===== src/hw/rtl/rut_pkg.sv =====
// Package for the RUT check-digit validator: beat types, codes and constants.
package rut_pkg;

	localparam int unsigned NUM_W          = 27;
	localparam int unsigned CH_W           = 8;
	localparam int unsigned CFG_IDX_W      = 2;
	localparam int unsigned DIGIT_WINDOW_D = 8;

	localparam logic [NUM_W-1:0] NUM_MAX          = {NUM_W{1'b1}};
	localparam logic [NUM_W-1:0] PERSON_LOW_RST   = NUM_W'(1000000);
	localparam logic [NUM_W-1:0] PERSON_HIGH_RST  = NUM_W'(30000000);
	localparam logic [NUM_W-1:0] COMPANY_LOW_RST  = NUM_W'(50000000);
	localparam logic [NUM_W-1:0] COMPANY_HIGH_RST = NUM_W'(99999999);

	// Configuration register indexes
	localparam logic [CFG_IDX_W-1:0] REG_PERSON_LOW   = 2'd0;
	localparam logic [CFG_IDX_W-1:0] REG_PERSON_HIGH  = 2'd1;
	localparam logic [CFG_IDX_W-1:0] REG_COMPANY_LOW  = 2'd2;
	localparam logic [CFG_IDX_W-1:0] REG_COMPANY_HIGH = 2'd3;

	// Characters the parser cares about
	localparam logic [CH_W-1:0] CH_NUL   = 8'h00;
	localparam logic [CH_W-1:0] CH_TAB   = 8'h09;
	localparam logic [CH_W-1:0] CH_CR    = 8'h0D;
	localparam logic [CH_W-1:0] CH_SPACE = 8'h20;
	localparam logic [CH_W-1:0] CH_PLUS  = 8'h2B;
	localparam logic [CH_W-1:0] CH_MINUS = 8'h2D;
	localparam logic [CH_W-1:0] CH_DOT   = 8'h2E;
	localparam logic [CH_W-1:0] CH_ZERO  = 8'h30;
	localparam logic [CH_W-1:0] CH_NINE  = 8'h39;
	localparam logic [CH_W-1:0] CH_UP_K  = 8'h4B;
	localparam logic [CH_W-1:0] CH_LO_A  = 8'h61;
	localparam logic [CH_W-1:0] CH_LO_Z  = 8'h7A;
	localparam logic [CH_W-1:0] CASE_GAP = 8'h20;

	localparam logic [3:0] CHECK_K = 4'd10;

	typedef enum logic [2:0] {
		PH_LEAD   = 3'd0,
		PH_SIGN   = 3'd1,
		PH_DIGITS = 3'd2,
		PH_DASH   = 3'd3,
		PH_DONE   = 3'd4,
		PH_FAIL   = 3'd5
	} phase_t;

	typedef enum logic [1:0] {
		ST_VALID     = 2'd0,
		ST_MALFORMED = 2'd1,
		ST_RANGE     = 2'd2,
		ST_WRONG     = 2'd3
	} status_t;

	typedef struct packed {
		logic [CH_W-1:0] ch;
		logic            last;
	} char_beat_t;

	typedef struct packed {
		logic [1:0] status;
		logic [3:0] check_value;
		logic       valid_res;
	} res_beat_t;

endpackage


===== src/hw/rtl/rut_check_digit_validator_top.sv =====
// RUT check-digit validator: character parser, range check and mod-11 check.
// Latency: the result beat is registered in the cycle after the character beat marked last is accepted.
// Throughput: one character per cycle while char_stall is low; the parse step and the fixed-weight
// digit sum with its reciprocal mod-11 are combinational ahead of the result register.
// Reset: arst_n clears the parser state and the result valid at once and loads the
// range registers with their default limits; no clearing pass is needed.
module rut_check_digit_validator_top
	import rut_pkg::*;
#(
	parameter int unsigned DIGIT_WINDOW = DIGIT_WINDOW_D
) (
	input  logic                 clk,
	input  logic                 arst_n,
	input  logic                 char_valid,
	output logic                 char_stall,
	input  char_beat_t           char_beat,
	output logic                 res_valid,
	input  logic                 res_stall,
	output res_beat_t            res_beat,
	input  logic                 cfg_valid,
	output logic                 cfg_ready,
	input  logic [CFG_IDX_W-1:0] cfg_index,
	input  logic [NUM_W-1:0]     cfg_data
);

	localparam int unsigned WIN_W  = 4 * DIGIT_WINDOW;
	localparam int unsigned SUM_W  = $clog2(9 * 7 * DIGIT_WINDOW + 1);
	// floor(x * 373 / 4096) equals x / 11 for every sum this window can reach
	localparam int unsigned RECIP   = 373;
	localparam int unsigned RECIP_W = 9;
	localparam int unsigned SHIFT   = 12;
	localparam int unsigned PROD_W  = SUM_W + RECIP_W;

	// Range registers
	logic [NUM_W-1:0] person_low_q, person_high_q, company_low_q, company_high_q;

	// Parser state
	phase_t           phase_q, phase_n;
	logic [NUM_W-1:0] number_q, number_n;
	logic             ovf_q, ovf_n;
	logic             neg_q, neg_n;
	logic [WIN_W-1:0] window_q, window_n;
	logic [CH_W-1:0]  entered_q, entered_n;

	// Result register
	logic      res_valid_q;
	res_beat_t res_beat_q, res_beat_n;

	logic            accept;
	logic [CH_W-1:0] c;
	logic            is_digit;
	logic [3:0]      dig;
	logic [NUM_W+3:0] num_times10;

	logic [SUM_W-1:0]  wsum;
	logic [PROD_W-1:0] qprod;
	logic [SUM_W-1:0]  quot;
	logic [SUM_W-1:0]  rem;
	logic [3:0]        check;
	logic [CH_W-1:0]   e_up;
	logic [CH_W-1:0]   want;
	logic              in_range;

	assign cfg_ready  = 1'b1;
	assign char_stall = res_valid_q & res_stall;
	assign accept     = char_valid & ~char_stall;
	assign res_valid  = res_valid_q;
	assign res_beat   = res_beat_q;

	assign c           = char_beat.ch;
	assign is_digit    = (c >= CH_ZERO) && (c <= CH_NINE);
	assign dig         = 4'(c - CH_ZERO);
	assign num_times10 = {1'b0, number_q, 3'b000} + {3'b000, number_q, 1'b0}
	                     + {(NUM_W)'(0), dig};

	// Config writes
	always_ff @(posedge clk or negedge arst_n) begin
		if (!arst_n) begin
			person_low_q   <= PERSON_LOW_RST;
			person_high_q  <= PERSON_HIGH_RST;
			company_low_q  <= COMPANY_LOW_RST;
			company_high_q <= COMPANY_HIGH_RST;
		end else if (cfg_valid && cfg_ready) begin
			case (cfg_index)
				REG_PERSON_LOW:   person_low_q   <= cfg_data;
				REG_PERSON_HIGH:  person_high_q  <= cfg_data;
				REG_COMPANY_LOW:  company_low_q  <= cfg_data;
				REG_COMPANY_HIGH: company_high_q <= cfg_data;
				default: ;
			endcase
		end
	end

	// Parser next state for one character
	always_comb begin
		phase_n   = phase_q;
		number_n  = number_q;
		ovf_n     = ovf_q;
		neg_n     = neg_q;
		window_n  = window_q;
		entered_n = entered_q;
		if (c == CH_NUL && phase_q != PH_DONE && phase_q != PH_FAIL) begin
			phase_n = PH_FAIL;
		end else if (c != CH_DOT && c != CH_SPACE) begin
			case (phase_q)
				PH_LEAD: begin
					if (c >= CH_TAB && c <= CH_CR) begin
						phase_n = PH_LEAD;
					end else if (c == CH_PLUS || c == CH_MINUS) begin
						neg_n   = (c == CH_MINUS);
						phase_n = PH_SIGN;
					end else if (is_digit) begin
						phase_n = PH_DIGITS;
					end else begin
						phase_n = PH_FAIL;
					end
				end
				PH_SIGN: begin
					phase_n = is_digit ? PH_DIGITS : PH_FAIL;
				end
				PH_DIGITS: begin
					if (is_digit) begin
						phase_n = PH_DIGITS;
					end else if (c == CH_MINUS) begin
						phase_n = PH_DASH;
					end else begin
						phase_n = PH_FAIL;
					end
				end
				PH_DASH: begin
					entered_n = c;
					phase_n   = PH_DONE;
				end
				default: ;
			endcase
			// digit intake, saturating on overflow
			if (is_digit && (phase_q == PH_LEAD || phase_q == PH_SIGN
			                 || phase_q == PH_DIGITS)) begin
				if (num_times10 > {4'b0000, NUM_MAX}) begin
					ovf_n    = 1'b1;
					number_n = NUM_MAX;
				end else begin
					number_n = num_times10[NUM_W-1:0];
				end
				window_n = {window_q[WIN_W-5:0], dig};
			end
		end
	end

	// Weighted digit sum and mod 11 via reciprocal
	always_comb begin
		wsum = '0;
		for (int i = 0; i < DIGIT_WINDOW; i++) begin
			wsum = wsum + SUM_W'(window_q[4*i +: 4] * 3'(2 + (i % 6)));
		end
		qprod = PROD_W'(wsum) * PROD_W'(RECIP);
		quot  = SUM_W'(qprod >> SHIFT);
		rem   = wsum - SUM_W'(quot * SUM_W'(11));
		check = (rem == '0) ? 4'd0 : 4'(SUM_W'(11) - rem);
	end

	// Result of a beat marked last
	always_comb begin
		in_range = ((number_q >= person_low_q) && (number_q <= person_high_q)) ||
		           ((number_q >= company_low_q) && (number_q <= company_high_q));
		e_up = (entered_n >= CH_LO_A && entered_n <= CH_LO_Z) ? entered_n - CASE_GAP
		                                                      : entered_n;
		want = (check == CHECK_K) ? CH_UP_K : CH_ZERO + {4'b0000, check};
		res_beat_n.check_value = 4'd0;
		if (phase_n != PH_DONE) begin
			res_beat_n.status = ST_MALFORMED;
		end else if (ovf_q || neg_q || number_q == '0 || !in_range) begin
			res_beat_n.status = ST_RANGE;
		end else begin
			res_beat_n.check_value = check;
			res_beat_n.status      = (e_up == want) ? ST_VALID : ST_WRONG;
		end
		res_beat_n.valid_res = (res_beat_n.status == ST_VALID);
	end

	// Parser state registers; cleared after each string
	always_ff @(posedge clk or negedge arst_n) begin
		if (!arst_n) begin
			phase_q   <= PH_LEAD;
			number_q  <= '0;
			ovf_q     <= 1'b0;
			neg_q     <= 1'b0;
			window_q  <= '0;
			entered_q <= '0;
		end else if (accept) begin
			if (char_beat.last) begin
				phase_q   <= PH_LEAD;
				number_q  <= '0;
				ovf_q     <= 1'b0;
				neg_q     <= 1'b0;
				window_q  <= '0;
				entered_q <= '0;
			end else begin
				phase_q   <= phase_n;
				number_q  <= number_n;
				ovf_q     <= ovf_n;
				neg_q     <= neg_n;
				window_q  <= window_n;
				entered_q <= entered_n;
			end
		end
	end

	// Result valid
	always_ff @(posedge clk or negedge arst_n) begin
		if (!arst_n) begin
			res_valid_q <= 1'b0;
		end else if (accept && char_beat.last) begin
			res_valid_q <= 1'b1;
		end else if (!res_stall) begin
			res_valid_q <= 1'b0;
		end
	end

	// Result payload
	always_ff @(posedge clk) begin
		if (accept && char_beat.last) begin
			res_beat_q <= res_beat_n;
		end
	end

endmodule


===== config.mk =====
export PLATFORM = sky130hd
export DESIGN_NAME = rut_check_digit_validator_top
export DESIGN_NICKNAME = d
export VERILOG_FILES = /design/src/hw/rtl/rut_pkg.sv /design/src/hw/rtl/rut_check_digit_validator_top.sv
export SDC_FILE = /design/constraint.sdc
export NUM_CORES = 1
export LEC_CHECK = 0
export ABC_AREA = 1
export BUFFER_PORTS_ARGS = -buffer_cell sky130_fd_sc_hd__buf_4
export CAP_MARGIN = 40
export CORE_MARGIN = 1.5
export CORE_UTILIZATION = 58
export CTS_CLUSTER_DIAMETER = 50
export DETAILED_ROUTE_END_ITERATION = 7
export PLACE_DENSITY = 0.75
export SLEW_MARGIN = 10
export SYNTH_ARGS = -nofsm -noshare
export SYNTH_HDL_FRONTEND = slang
export SYNTH_SLANG_ARGS = --single-unit
export TNS_END_PERCENT = 30

===== constraint.sdc =====
create_clock -name clk -period 16.3 [get_ports clk]
set_clock_uncertainty 0.1 [all_clocks]
set_input_delay 0.815 -clock clk [delete_from_list [all_inputs] [get_ports clk]]
set_output_delay 0.815 -clock clk [all_outputs]
set_load 0.01 [all_outputs]

* After elaboration in Yosys (flattened, before gate mapping)
Index checks and enable logic that the tools add are counted.
** Storage, ports and cells
- Flip-flop bits (word level) :: 188
- Input bits :: 43
- Output and inout bits :: 10
- Logic and storage cells :: 145
** Cells by class
- Add/subtract/negate cells :: 14
- $mul :: 7
- Magnitude comparators :: 11
- Equality and inequality tests :: 18
- Multiplexer cells :: 41
- Bitwise gates (word level) :: 3
- Reduce and logical (&&, ||, !) cells :: 37
** Operator list (count)
- $mux 27 :: 5
- $mux 32 :: 4
- $ge 27x27->1 :: 2
- $le 27x27->1 :: 2
- $mux 8 :: 5
- $add 30x28->31 :: 1
- $add 31x4->31 :: 1
- $gt 31x27->1 const B :: 1
- $logic_not 27->1 :: 1
- $mux 3 :: 8
- $add 9x7->9 :: 2
- $mul 4x2->6 const B :: 3
- $mul 9x9->18 const B :: 1
- $eq 8x6->1 const B :: 2
- $ne 8x6->1 const B :: 2
- $mul 4x3->7 const B :: 2
- $mux 1 :: 13
- $pmux 3 s4 :: 1
- $logic_and 1x1->1 :: 10
- $reduce_bool 2->1 :: 5
- $add 8x7->9 :: 1
- $add 9x5->9 :: 1
- $add 9x6->9 :: 1
- $logic_not 9->1 :: 1
- 38 further kinds :: 56

* Longest topological paths before layout
Gate-level depths: netlist of run 1.
- Depth in word-level cells :: 20
- Mapped depth :: 63
- Depth with buffers taken out :: 63

* Worst setup path before layout of run 1
No wires, ideal clock.
- Kind :: flip-flop to flip-flop
- Start point :: register window_q[6]
- End point :: register res_beat_q, in the netlist res_beat[5] (data pin)
- Setup time :: 0.257 ns
- Arrival time :: 11.119 ns
- Required time :: 15.943 ns
- Setup slack :: 4.823 ns
- Cell stages (with the launch flop) :: 56
- Path buffers :: 0
- Period minus slack after synthesis :: 11.477 ns
- Cells stage by stage :: dfrtp_1 > inv_1 > fa_1 > inv_1 > fa_1 > fa_1 > fa_1 > inv_1 > fa_1 > fa_1 > inv_1 > ha_1 > inv_1 > fa_1 > o21ai_0 > xnor2_1 > inv_1 > ha_1 > [... 20 more ...] > fa_1 > ha_1 > a21oi_1 > o21ai_0 > a21oi_1 > inv_1 > nand3_1 > nand2_1 > nand2_1 > nand2_1 > nand2_1 > nand2_1 > a21oi_2 > nand2_1 > nor2_2 > nand3_1 > nand2_1 > nand2_1
** RTL lines
- start, declared :: RTL line rut_check_digit_validator_top.sv:42 : logic [WIN_W-1:0] window_q, window_n;
- start signal, assigned :: RTL line rut_check_digit_validator_top.sv:203 : window_q <= window_n;
- end signal, assigned :: RTL line rut_check_digit_validator_top.sv:223 : res_beat_q <= res_beat_n;
- end, declared :: RTL line rut_check_digit_validator_top.sv:47 : res_beat_t res_beat_q, res_beat_n;

==> impl_metrics.env, run 1 <==
export IMPL_crit_start="window_q[6]"
export IMPL_fmax_mhz=80.1
export IMPL_cp_max_fo=8
export IMPL_tns_ps=0
export IMPL_rrSetupSlack_ps=3810
export IMPL_drc=0
export IMPL_critPathLaunchType="register"
export IMPL_crit_type="reg -> reg"
export IMPL_synth_area_sq_um=16300
export IMPL_ys_ff_latch=188
export IMPL_dr_first_iter_drc_count=1010
export IMPL_grt_pass1_vias=13250
export IMPL_crit_path_end_kind="register"
export IMPL_synth_nets=2352
export IMPL_yosysTopAreaCell="dfrtp_1"
export IMPL_yosysWarnings=0
export IMPL_post_cts_buffers=0
export IMPL_final_common_cell="inv_1"
export IMPL_leakagePower_nw=9.60
export IMPL_initial_utilization_pct=58.7
export IMPL_ys_seq_area_share_pct=29.5
export IMPL_synth_top_flop_cell="dfrtp_1"
export IMPL_area_delta_synth_final_pct=9.41
export IMPL_slowest_stage="fa_1"
export IMPL_path_clk_slew_ps=70
export IMPL_fin_total_pwr_mw=1.25
export IMPL_r2r_end="res_beat[5]"
export IMPL_slew_headroom_pct=39.4
export IMPL_cts_hold_buf=0
export IMPL_portBuffers=51
export IMPL_place_hpwl_um=30200
export IMPL_clkSinkCount=188
export IMPL_die_area_sq_um=29100
export IMPL_coreArea_sq_um=27700
export IMPL_clk_latency_ps=440
export IMPL_fillCellCount=2355
export IMPL_setup_violations_final=0
export IMPL_vias=13342
export IMPL_maxCapViolCount=0
export IMPL_die_w_um=170
export IMPL_yosys_top_cells_area="dfrtp_1 (20%), ha_1 (20%), inv_1 (9.3%)"
export IMPL_root_buffer="clkbuf_16"
export IMPL_ir_drop_mv=0.0570
export IMPL_synth_edf_count=7
export IMPL_layout_worst_path_cycle_share_pct=76.6
export IMPL_status="complete, no violations"
export IMPL_finalCriticalPeriod_ps=12490
export IMPL_drt_wl_total_um=38300
export IMPL_grt_util_all_layers_pct=28.0
export IMPL_synth_top_area_share_pct=20.5
export IMPL_worstMarginPinSlew_ps=906
export IMPL_synthCells=1976
export IMPL_final_hold_violation_count=0
export IMPL_gr_total_overflow=0
export IMPL_io_pins=53
export IMPL_htree_levels=4
export IMPL_crit_path_end="res_beat[5]"
export IMPL_cts_buffers=17
export IMPL_worst_ep_required_time_ps=16390
export IMPL_antenna_found_initial=1
export IMPL_powerDensity_nw_per_um2=70.5
export IMPL_post_cts_resize_count=0
export IMPL_drive_gt1_share_pct=9.14
export IMPL_final_cell_mix="inv_1 (404), nand2_1 (358), ha_1 (258)"
export IMPL_die_height_um=170
export IMPL_rsz0062_at_grt="no"
export IMPL_wl_per_cell_um=15.9
export IMPL_ys_async_sr_fraction_pct=96.3
export IMPL_ant_nets=0
export IMPL_rr_startpoint="window_q[6]"
export IMPL_r2r_worst_path_cells=55
export IMPL_avgSynthCellArea_sq_um=8.23
export IMPL_drtPass1Iterations=5
export IMPL_max_stage_delay_ps=560
export IMPL_min_path_type="in -> async"
export IMPL_finalMaxSlewViolations=0
export IMPL_routed_via_density=5.53
export IMPL_layout_nets=2397
export IMPL_cts_tree="yes"
export IMPL_yosysUniqueCellTypes=50
export IMPL_crit_arrival_ps=12580
export IMPL_grt_max_degree=71
export IMPL_cts_max_path_buffers=2
export IMPL_grt_pass1_wl_um=64400
export IMPL_antenna_cells=0
export IMPL_row_count=61
export IMPL_place_gp_congestion=0.894
==> cell type report <==
class                   count  area [sq um]  area share, %
multi-input cells        1344          9790           55.0
flip-flops and latches    188          4800           27.0
inverters                 408          1530           8.61
repair buffers             62           622           3.50
well taps                 378           473           2.66
clock buffers              17           425           2.39
clock inverters            15           153          0.858
==> power by group <==
part / total (mW) / internal [mW] / switching (mW)
clock: 0.412 / 0.204 / 0.208
sequential: 0.561 / 0.532 / 0.0289
combinational: 0.281 / 0.102 / 0.179
total: 1.25 / 0.838 / 0.416
==> worst min-delay path by stage <==
| stage | start | end | slack, ps | cells after the start |
|---|---|---|---|---|
| after floorplan | company_high_q[10] | company_high_q[10] | 350 | 2 |
| after global placement | person_high_q[1] | person_high_q[1] | 370 | 2 |
| after detailed placement | person_low_q[23] | person_low_q[23] | 370 | 2 |
| after CTS | arst_n | company_high_q[17] | 200 | 1 |
| after global routing | arst_n | company_high_q[17] | 220 | 1 |
| final | arst_n | company_high_q[17] | 190 | 1 |
==> cell families after synthesis <==
kind of cell | count (synthesis) | synth area share [%]
compound gates | 382 | 13.2
buf+inv | 444 | 10.4
simple gates | 595 | 16.0
flops | 188 | 29.5
xor+xnor | 33 | 1.78
fa+ha+maj | 333 | 29.1
other cells | 1 | 0.0231
==> per-layer routing <==
layer | vias up | global-route usage, % | wire length, um
met5 | - | 0 | 12
met2 | 351 | 47.1 | 18000
met4 | 2 | 8.35 | 799
met1 | 6351 | 37.4 | 17500
met3 | 60 | 4.12 | 1920
li1 | 6578 | - | -
==> metrics by stage <==
stage,utilization (%),instance area (sq um),hold slack [ps],setup slack [ps],cells
2_1_floorplan,-,16300,353,4820,1976
4_1_cts,64.2,17800,197,3790,2412
5_1_grt,64.2,17800,220,2960,2412
3_5_place_dp,62.1,17200,373,3790,2380
3_3_place_gp,61.4,17000,367,4220,2372
6_report,64.2,17800,185,3810,2412
==> worst max-delay path, delay by kind of cell (launching register included) <==
| family | cells | cell delay [ps] |
|---|---|---|
| adder cells (fa/ha/maj) | 17 | 7420 |
| AO/OA/AOI/OAI | 10 | 1740 |
| AND/OR/NAND/NOR | 15 | 1350 |
| buffers and inverters | 11 | 780 |
| XOR/XNOR | 2 | 440 |
| flip-flops | 1 | 380 |
==> cell usage after synthesis, drive strengths merged (12+ instances only) <==
library cell	number
inv	406
nand2	370
ha	258
o21ai	164
dfrtp	133
a21oi	123
nor2	78
fa	75
nand3	68
dfstp	48
o22ai	39
nand4	30
clkbuf	25
o211ai	22
nor3	20
xor2	20
xnor2	13
nor4	12
o21bai	12
==> sequential cells by signal, indices dropped and copies added (netlist names) <==
register	flops
company_high_q	27
company_low_q	27
entered_q	8
neg_q	1
number_q	27
ovf_q	1
person_high_q	27
person_low_q	27
phase_q	3
res_beat	7
res_valid	1
window_q	32
(Power assumes the default switching activity.)
==> run 2: changes to the inputs <==
Settings changed: ABC_AREA 1 to 0.
Clock period 16.3 ns to 11.96 ns, I/O delays scaled along.
==> run 2 against run 1 <==
Net effect: final cell count shrank 11%; first-iteration DRC count shrank 30%; via count shrank 7.0%; synthesized cell count shrank 15%; register-to-register slack lost 3500 ps; global-route usage shrank 1.1 points; critical path type unchanged; largest cell class unchanged.
==> impl_metrics.env, run 2 <==
export IMPL_path_depth=43
export IMPL_die_w_um=170
export IMPL_tns_ps=0
export IMPL_yosysMostFrequentCell="inv_1"
export IMPL_largest_reg_flops=32
export IMPL_drive_gt1_share_pct=19.1
export IMPL_drt_wl_total_um=37400
export IMPL_area_delta_synth_final_pct=11.8
export IMPL_crit_path_end_kind="register"
export IMPL_r2r_worst_path_cells=43
export IMPL_gr_total_overflow=0
export IMPL_ys_ff_latch=188
export IMPL_grt_pass1_wl_um=61800
export IMPL_setup_violations_final=0
export IMPL_cts_max_path_buffers=2
export IMPL_drc=0
export IMPL_max_stage_delay_ps=580
export IMPL_portBuffers=51
export IMPL_die_height_um=170
export IMPL_path_clk_slew_ps=80
export IMPL_routed_via_density=5.78
export IMPL_finalMaxSlewViolations=0
export IMPL_antenna_found_initial=0
export IMPL_grt_max_degree=65
export IMPL_rrSetupSlack_ps=270
export IMPL_final_cell_mix="inv_1 (274), ha_1 (246), dfrtp_1 (129)"
export IMPL_cts_tree="yes"
export IMPL_r2r_end="res_beat[0]"
export IMPL_grt_util_all_layers_pct=26.9
export IMPL_cp_buffers_inverters=7
export IMPL_powerDensity_nw_per_um2=90.0
export IMPL_dr_first_iter_drc_count=712
export IMPL_clk_latency_ps=450
export IMPL_coreArea_sq_um=27600
export IMPL_ir_drop_mv=0.0988
export IMPL_wl_per_cell_um=17.4
export IMPL_yosysWarnings=0
export IMPL_crit_type="reg -> reg"
export IMPL_place_inst=2104
export IMPL_worstMarginPinSlew_ps=839
export IMPL_synth_top_area_share_pct=20.5
export IMPL_synthCells=1689
export IMPL_crit_arrival_ps=11880
export IMPL_synthTopCellsByCount="inv_1 (290), ha_1 (258), dfrtp_1 (133), nand2_1 (129), o21ai_0 (101)"
export IMPL_place_hpwl_um=28100
export IMPL_ant_nets=0
export IMPL_ys_seq_area_share_pct=29.6
export IMPL_drtPass1Iterations=5
export IMPL_slew_headroom_pct=42.8
export IMPL_crit_family="adder cells"
export IMPL_crit_top_cell="fa_1"
export IMPL_initial_utilization_pct=58.7
export IMPL_critPathLaunchType="register"
export IMPL_worst_ep_required_time_ps=12150
export IMPL_fmax_mhz=85.6
export IMPL_place_area_sq_um=17100
export IMPL_final_cells=2147
export IMPL_yosys_top_cells_area="dfrtp_1 (21%), ha_1 (20%), fa_1 (9.3%)"
export IMPL_maxCapViolCount=0
export IMPL_status="complete, no violations"
export IMPL_holdWs_ps=10.5
export IMPL_yosysTopAreaCell="dfrtp_1"
export IMPL_root_buffer="clkbuf_16"
export IMPL_fin_total_pwr_mw=1.63
export IMPL_min_path_type="in -> async"
export IMPL_die_area_sq_um=29000
export IMPL_synth_edf_count=7
export IMPL_synth_area_sq_um=16200
export IMPL_antenna_cells=0
export IMPL_avgSynthCellArea_sq_um=9.60
export IMPL_cts_hold_buf=0
export IMPL_vias=12409
export IMPL_grt_pass1_vias=12547
export IMPL_final_area_sq_um=18100
export IMPL_ys_async_sr_fraction_pct=96.3
export IMPL_place_gp_congestion=0.909
export IMPL_layout_nets=2132
export IMPL_synth_nets=2065
export IMPL_slowest_stage="fa_1"
export IMPL_htree_levels=4
export IMPL_io_pins=53
export IMPL_rr_startpoint="window_q[6]"
export IMPL_leakagePower_nw=9.37
export IMPL_largest_register="window_q"
export IMPL_finalCriticalPeriod_ps=11690
export IMPL_clkSinkCount=188
export IMPL_final_hold_violation_count=0
export IMPL_final_common_cell="inv_1"
export IMPL_synth_top_flop_cell="dfrtp_1"
export IMPL_layout_worst_path_cycle_share_pct=97.7
export IMPL_row_count=61
export IMPL_yosysUniqueCellTypes=76
export IMPL_cp_max_fo=5
export IMPL_cts_buffers=17
## run 2: cell count changes after synthesis, sizes merged, moves of 31 or more
cell	change
a211oi	+31
a21o	+33
a21oi	-56
inv	-116
mux2	+82
nand2	-241
nand3	-42
o21ai	-40
o22ai	-39
## run 2: how the worst max path moves through the flow
| stage | startpoint | to | slack, ps |
|---|---|---|---|
| after detailed placement | window_q[6] | res_beat[6] | -170 |
| final | window_q[6] | res_beat[0] | 270 |
| after global routing | window_q[13] | res_beat[0] | -100 |
| after CTS | window_q[6] | res_beat[0] | 30 |
| after floorplan | window_q[6] | res_beat[0] | 260 |
| after global placement | window_q[6] | res_beat[0] | 70 |
## run 2: area by class of cell
cell class | count | area (sq um)
Multi-Input combinational cell | 1165 | 10400
Fill cell | 2195 | 9500
Sequential cell | 188 | 4800
Inverter | 290 | 1090
Timing Repair Buffer | 94 | 733
Tap cell | 378 | 473
Clock buffer | 17 | 425
Clock inverter | 15 | 160
## run 2: layer usage
metal | part of all wire [%] | track usage, % | vias up | wire length, um
li1 | - | - | 5950 | -
met1 | 45 | 35.5 | 6123 | 16900
met2 | 50 | 46.6 | 279 | 18500
met3 | 3.5 | 3.35 | 57 | 1310
met4 | 1.9 | 7.23 | 0 | 701
met5 | 0 | 0 | - | 0
## run 2: cells by family after synthesis
logic type,after synthesis,share of synthesized area (%)
muxes,91,6.41
xor gates and xnor gates,40,2.25
AOI/OAI and AO/OA,355,14.1
DFF,188,29.6
other,1,0.0231
adders and majority gates,333,29.2
and+or+nand+nor,345,10.4
buffers and inverters,336,8.02
## run 2: power breakdown
group / internal, mW / switching [mW] / total, mW / leakage [nW]
Combinational: 0.134 / 0.162 / 0.297 / 6.80
Clock: 0.295 / 0.273 / 0.568 / 0.273
Sequential: 0.732 / 0.0348 / 0.766 / 2.30
Total: 1.16 / 0.470 / 1.63 / 9.37
## run 2: repair_timing
item                                    CTS  global route
pin swaps                                 8            51
endpoints found under the setup margin    7             7
setup buffers                             0            12
cloned                                    0             0
resized for setup                        10            65
endpoints found under the hold margin     0             0
## run 2: stage by stage
| step | setup slack [ps] | utilization (%) |
|---|---|---|
| floorplan | 262 | - |
| global placement | 72.9 | 62.0 |
| detailed placement | -166 | 62.1 |
| CTS | 26.8 | 64.3 |
| global route | -95.3 | 65.6 |
| finish | 273 | 65.6 |
==> run 3: changes to the inputs <==
Settings changed: BUFFER_PORTS_ARGS -buffer_cell sky130_fd_sc_hd__buf_4 to -buffer_cell sky130_fd_sc_hd__buf_2, REMOVE_ABC_BUFFERS set to 1.
==> run 3 against run 2 <==
Net effect: count of clock-buffer cells in the layout is 2 higher; final area is 1.7% lower; clock power is 3% higher; critical path type unchanged; flip-flop and latch count stayed put; sequential power hardly changed; core utilization is 1.1 points lower; combinational power is 3% lower; critical endpoint unchanged.
==> impl_metrics.env, run 3 (same netlist as run 2, synthesis figures left out) <==
export IMPL_min_path_type="in -> async"
export IMPL_coreArea_sq_um=27600
export IMPL_slowest_stage="fa_1"
export IMPL_die_height_um=170
export IMPL_area_delta_synth_final_pct=9.96
export IMPL_root_buffer="clkbuf_16"
export IMPL_final_area_sq_um=17800
export IMPL_wl_per_cell_um=17.6
export IMPL_cts_hold_buf=0
export IMPL_cp_max_fo=4
export IMPL_largest_reg_flops=32
export IMPL_fillCellCount=2244
export IMPL_die_w_um=170
export IMPL_grt_max_degree=73
export IMPL_ir_drop_mv=0.0981
export IMPL_final_cell_mix="inv_1 (286), ha_1 (248), dfrtp_1 (129)"
export IMPL_cts_tree="yes"
export IMPL_finalCriticalPeriod_ps=11600
export IMPL_grt_pass1_vias=12639
export IMPL_path_clk_slew_ps=70
export IMPL_routed_via_density=5.72
export IMPL_grt_util_all_layers_pct=27.3
export IMPL_fmax_mhz=86.2
export IMPL_drc=0
export IMPL_clk_latency_ps=460
export IMPL_leakagePower_nw=9.27
export IMPL_cts_buffers=17
export IMPL_htree_levels=4
export IMPL_drive_gt1_share_pct=17.7
export IMPL_critPathLaunchType="register"
export IMPL_die_area_sq_um=29000
export IMPL_setup_violations_final=0
export IMPL_slew_headroom_pct=42.0
export IMPL_maxCapViolCount=0
export IMPL_largest_register="window_q"
export IMPL_worst_ep_required_time_ps=12060
export IMPL_finalMaxSlewViolations=0
export IMPL_place_inst=2095
export IMPL_grt_pass1_wl_um=62200
export IMPL_crit_top_cell="fa_1"
export IMPL_io_pins=53
export IMPL_cp_buffers_inverters=10
export IMPL_r2r_worst_path_cells=47
export IMPL_layout_nets=2122
export IMPL_rr_startpoint="window_q[7]"
export IMPL_final_cells=2137
export IMPL_place_gp_congestion=0.910
export IMPL_powerDensity_nw_per_um2=92.1
export IMPL_final_common_cell="inv_1"
export IMPL_rrSetupSlack_ps=360
export IMPL_antenna_found_initial=0
export IMPL_final_seq_area_sq_um=4800
export IMPL_dr_first_iter_drc_count=764
export IMPL_cts_max_path_buffers=2
export IMPL_vias=12229
export IMPL_crit_path_end_kind="register"
export IMPL_layout_worst_path_cycle_share_pct=97.0
export IMPL_row_count=61
export IMPL_crit_family="adder cells"
export IMPL_max_stage_delay_ps=540
export IMPL_portBuffers=51
export IMPL_place_area_sq_um=16900
export IMPL_worstMarginPinSlew_ps=870
export IMPL_r2r_end="res_beat[0]"
export IMPL_final_hold_violation_count=0
export IMPL_multi_input_area_sq_um=10300
export IMPL_status="complete, no violations"
export IMPL_drtPass1Iterations=5
export IMPL_clkSinkCount=188
export IMPL_gr_total_overflow=0
export IMPL_drt_wl_total_um=37500
export IMPL_antenna_cells=0
export IMPL_ant_nets=0
export IMPL_crit_arrival_ps=11690
export IMPL_crit_type="reg -> reg"
export IMPL_place_hpwl_um=28400
export IMPL_initial_utilization_pct=58.7
-- run 3: changes by cell type in the layout (fill, tap and decap cells not counted), moves of 3 or more --
cell and change:
inv_1 +12, buf_2 +50, buf_4 -60, ha_2 +3, ha_4 -5, inv_2 -12
-- run 3: timing repair --
item	in CTS	in global routing
setup buffers	3	7
setup endpoints to repair	7	7
pin swaps	7	31
resized for setup	14	39
-- run 3: worst register-to-register path: cells and delay by family (launching register included) --
family | cells | cell delay [ps]
AOI/OAI and AO/OA | 8 | 1180
xor gates and xnor gates | 3 | 440
adders and majority gates | 17 | 7010
buffers and inverters | 10 | 790
DFF | 1 | 380
muxes | 1 | 220
and+or+nand+nor | 8 | 1230
-- run 3: area by class of cell --
type / count / area share (%)
multi-input cells: 1165 / 58.0
flip-flops and latches: 188 / 26.9
inverters: 290 / 6.11
repair buffers: 84 / 2.92
well taps: 378 / 2.65
clock buffers: 19 / 2.54
clock inverters: 13 / 0.800
-- run 3: worst max path at each step --
stage / startpoint / endpoint / slack [ps] / depth (start not counted)
floorplan: window_q[6] / res_beat[0] / 260 / 44
global placement: window_q[6] / res_beat[6] / 70 / 44
detailed placement: window_q[7] / res_beat[6] / -410 / 44
CTS: window_q[7] / res_beat[0] / 10 / 48
global route: window_q[7] / res_beat[0] / -40 / 45
finish: window_q[7] / res_beat[0] / 360 / 47
-- run 3: where the power goes --
group | internal, mW | switching (mW)
combinational | 0.127 | 0.162
sequential | 0.732 | 0.0352
clock | 0.307 | 0.279
-- run 3: through the flow --
step           hold slack (ps)  setup WS [ps]  total power [mW]  util [%]  setup TNS (ps)
4_1_cts                   69.3           10.4              1.65      63.7               0
3_5_place_dp               379           -409              1.06      61.3           -2170
5_1_grt                    102          -38.6              1.72      64.5           -73.6
3_3_place_gp               367           69.4              1.04      61.2               0
6_report                  57.2            362              1.64      64.5               0
2_1_floorplan              202            262             0.962         -               0
-- run 3: per-layer routing --
| metal | vias to the layer above | routed length, um | GRT usage [%] |
|---|---|---|---|
| li1 | 5927 | - | - |
| met1 | 6029 | 16400 | 34.2 |
| met2 | 225 | 19000 | 48.5 |
| met3 | 48 | 1220 | 3.81 |
| met4 | 0 | 920 | 8.70 |
| met5 | - | 0 | 0 |
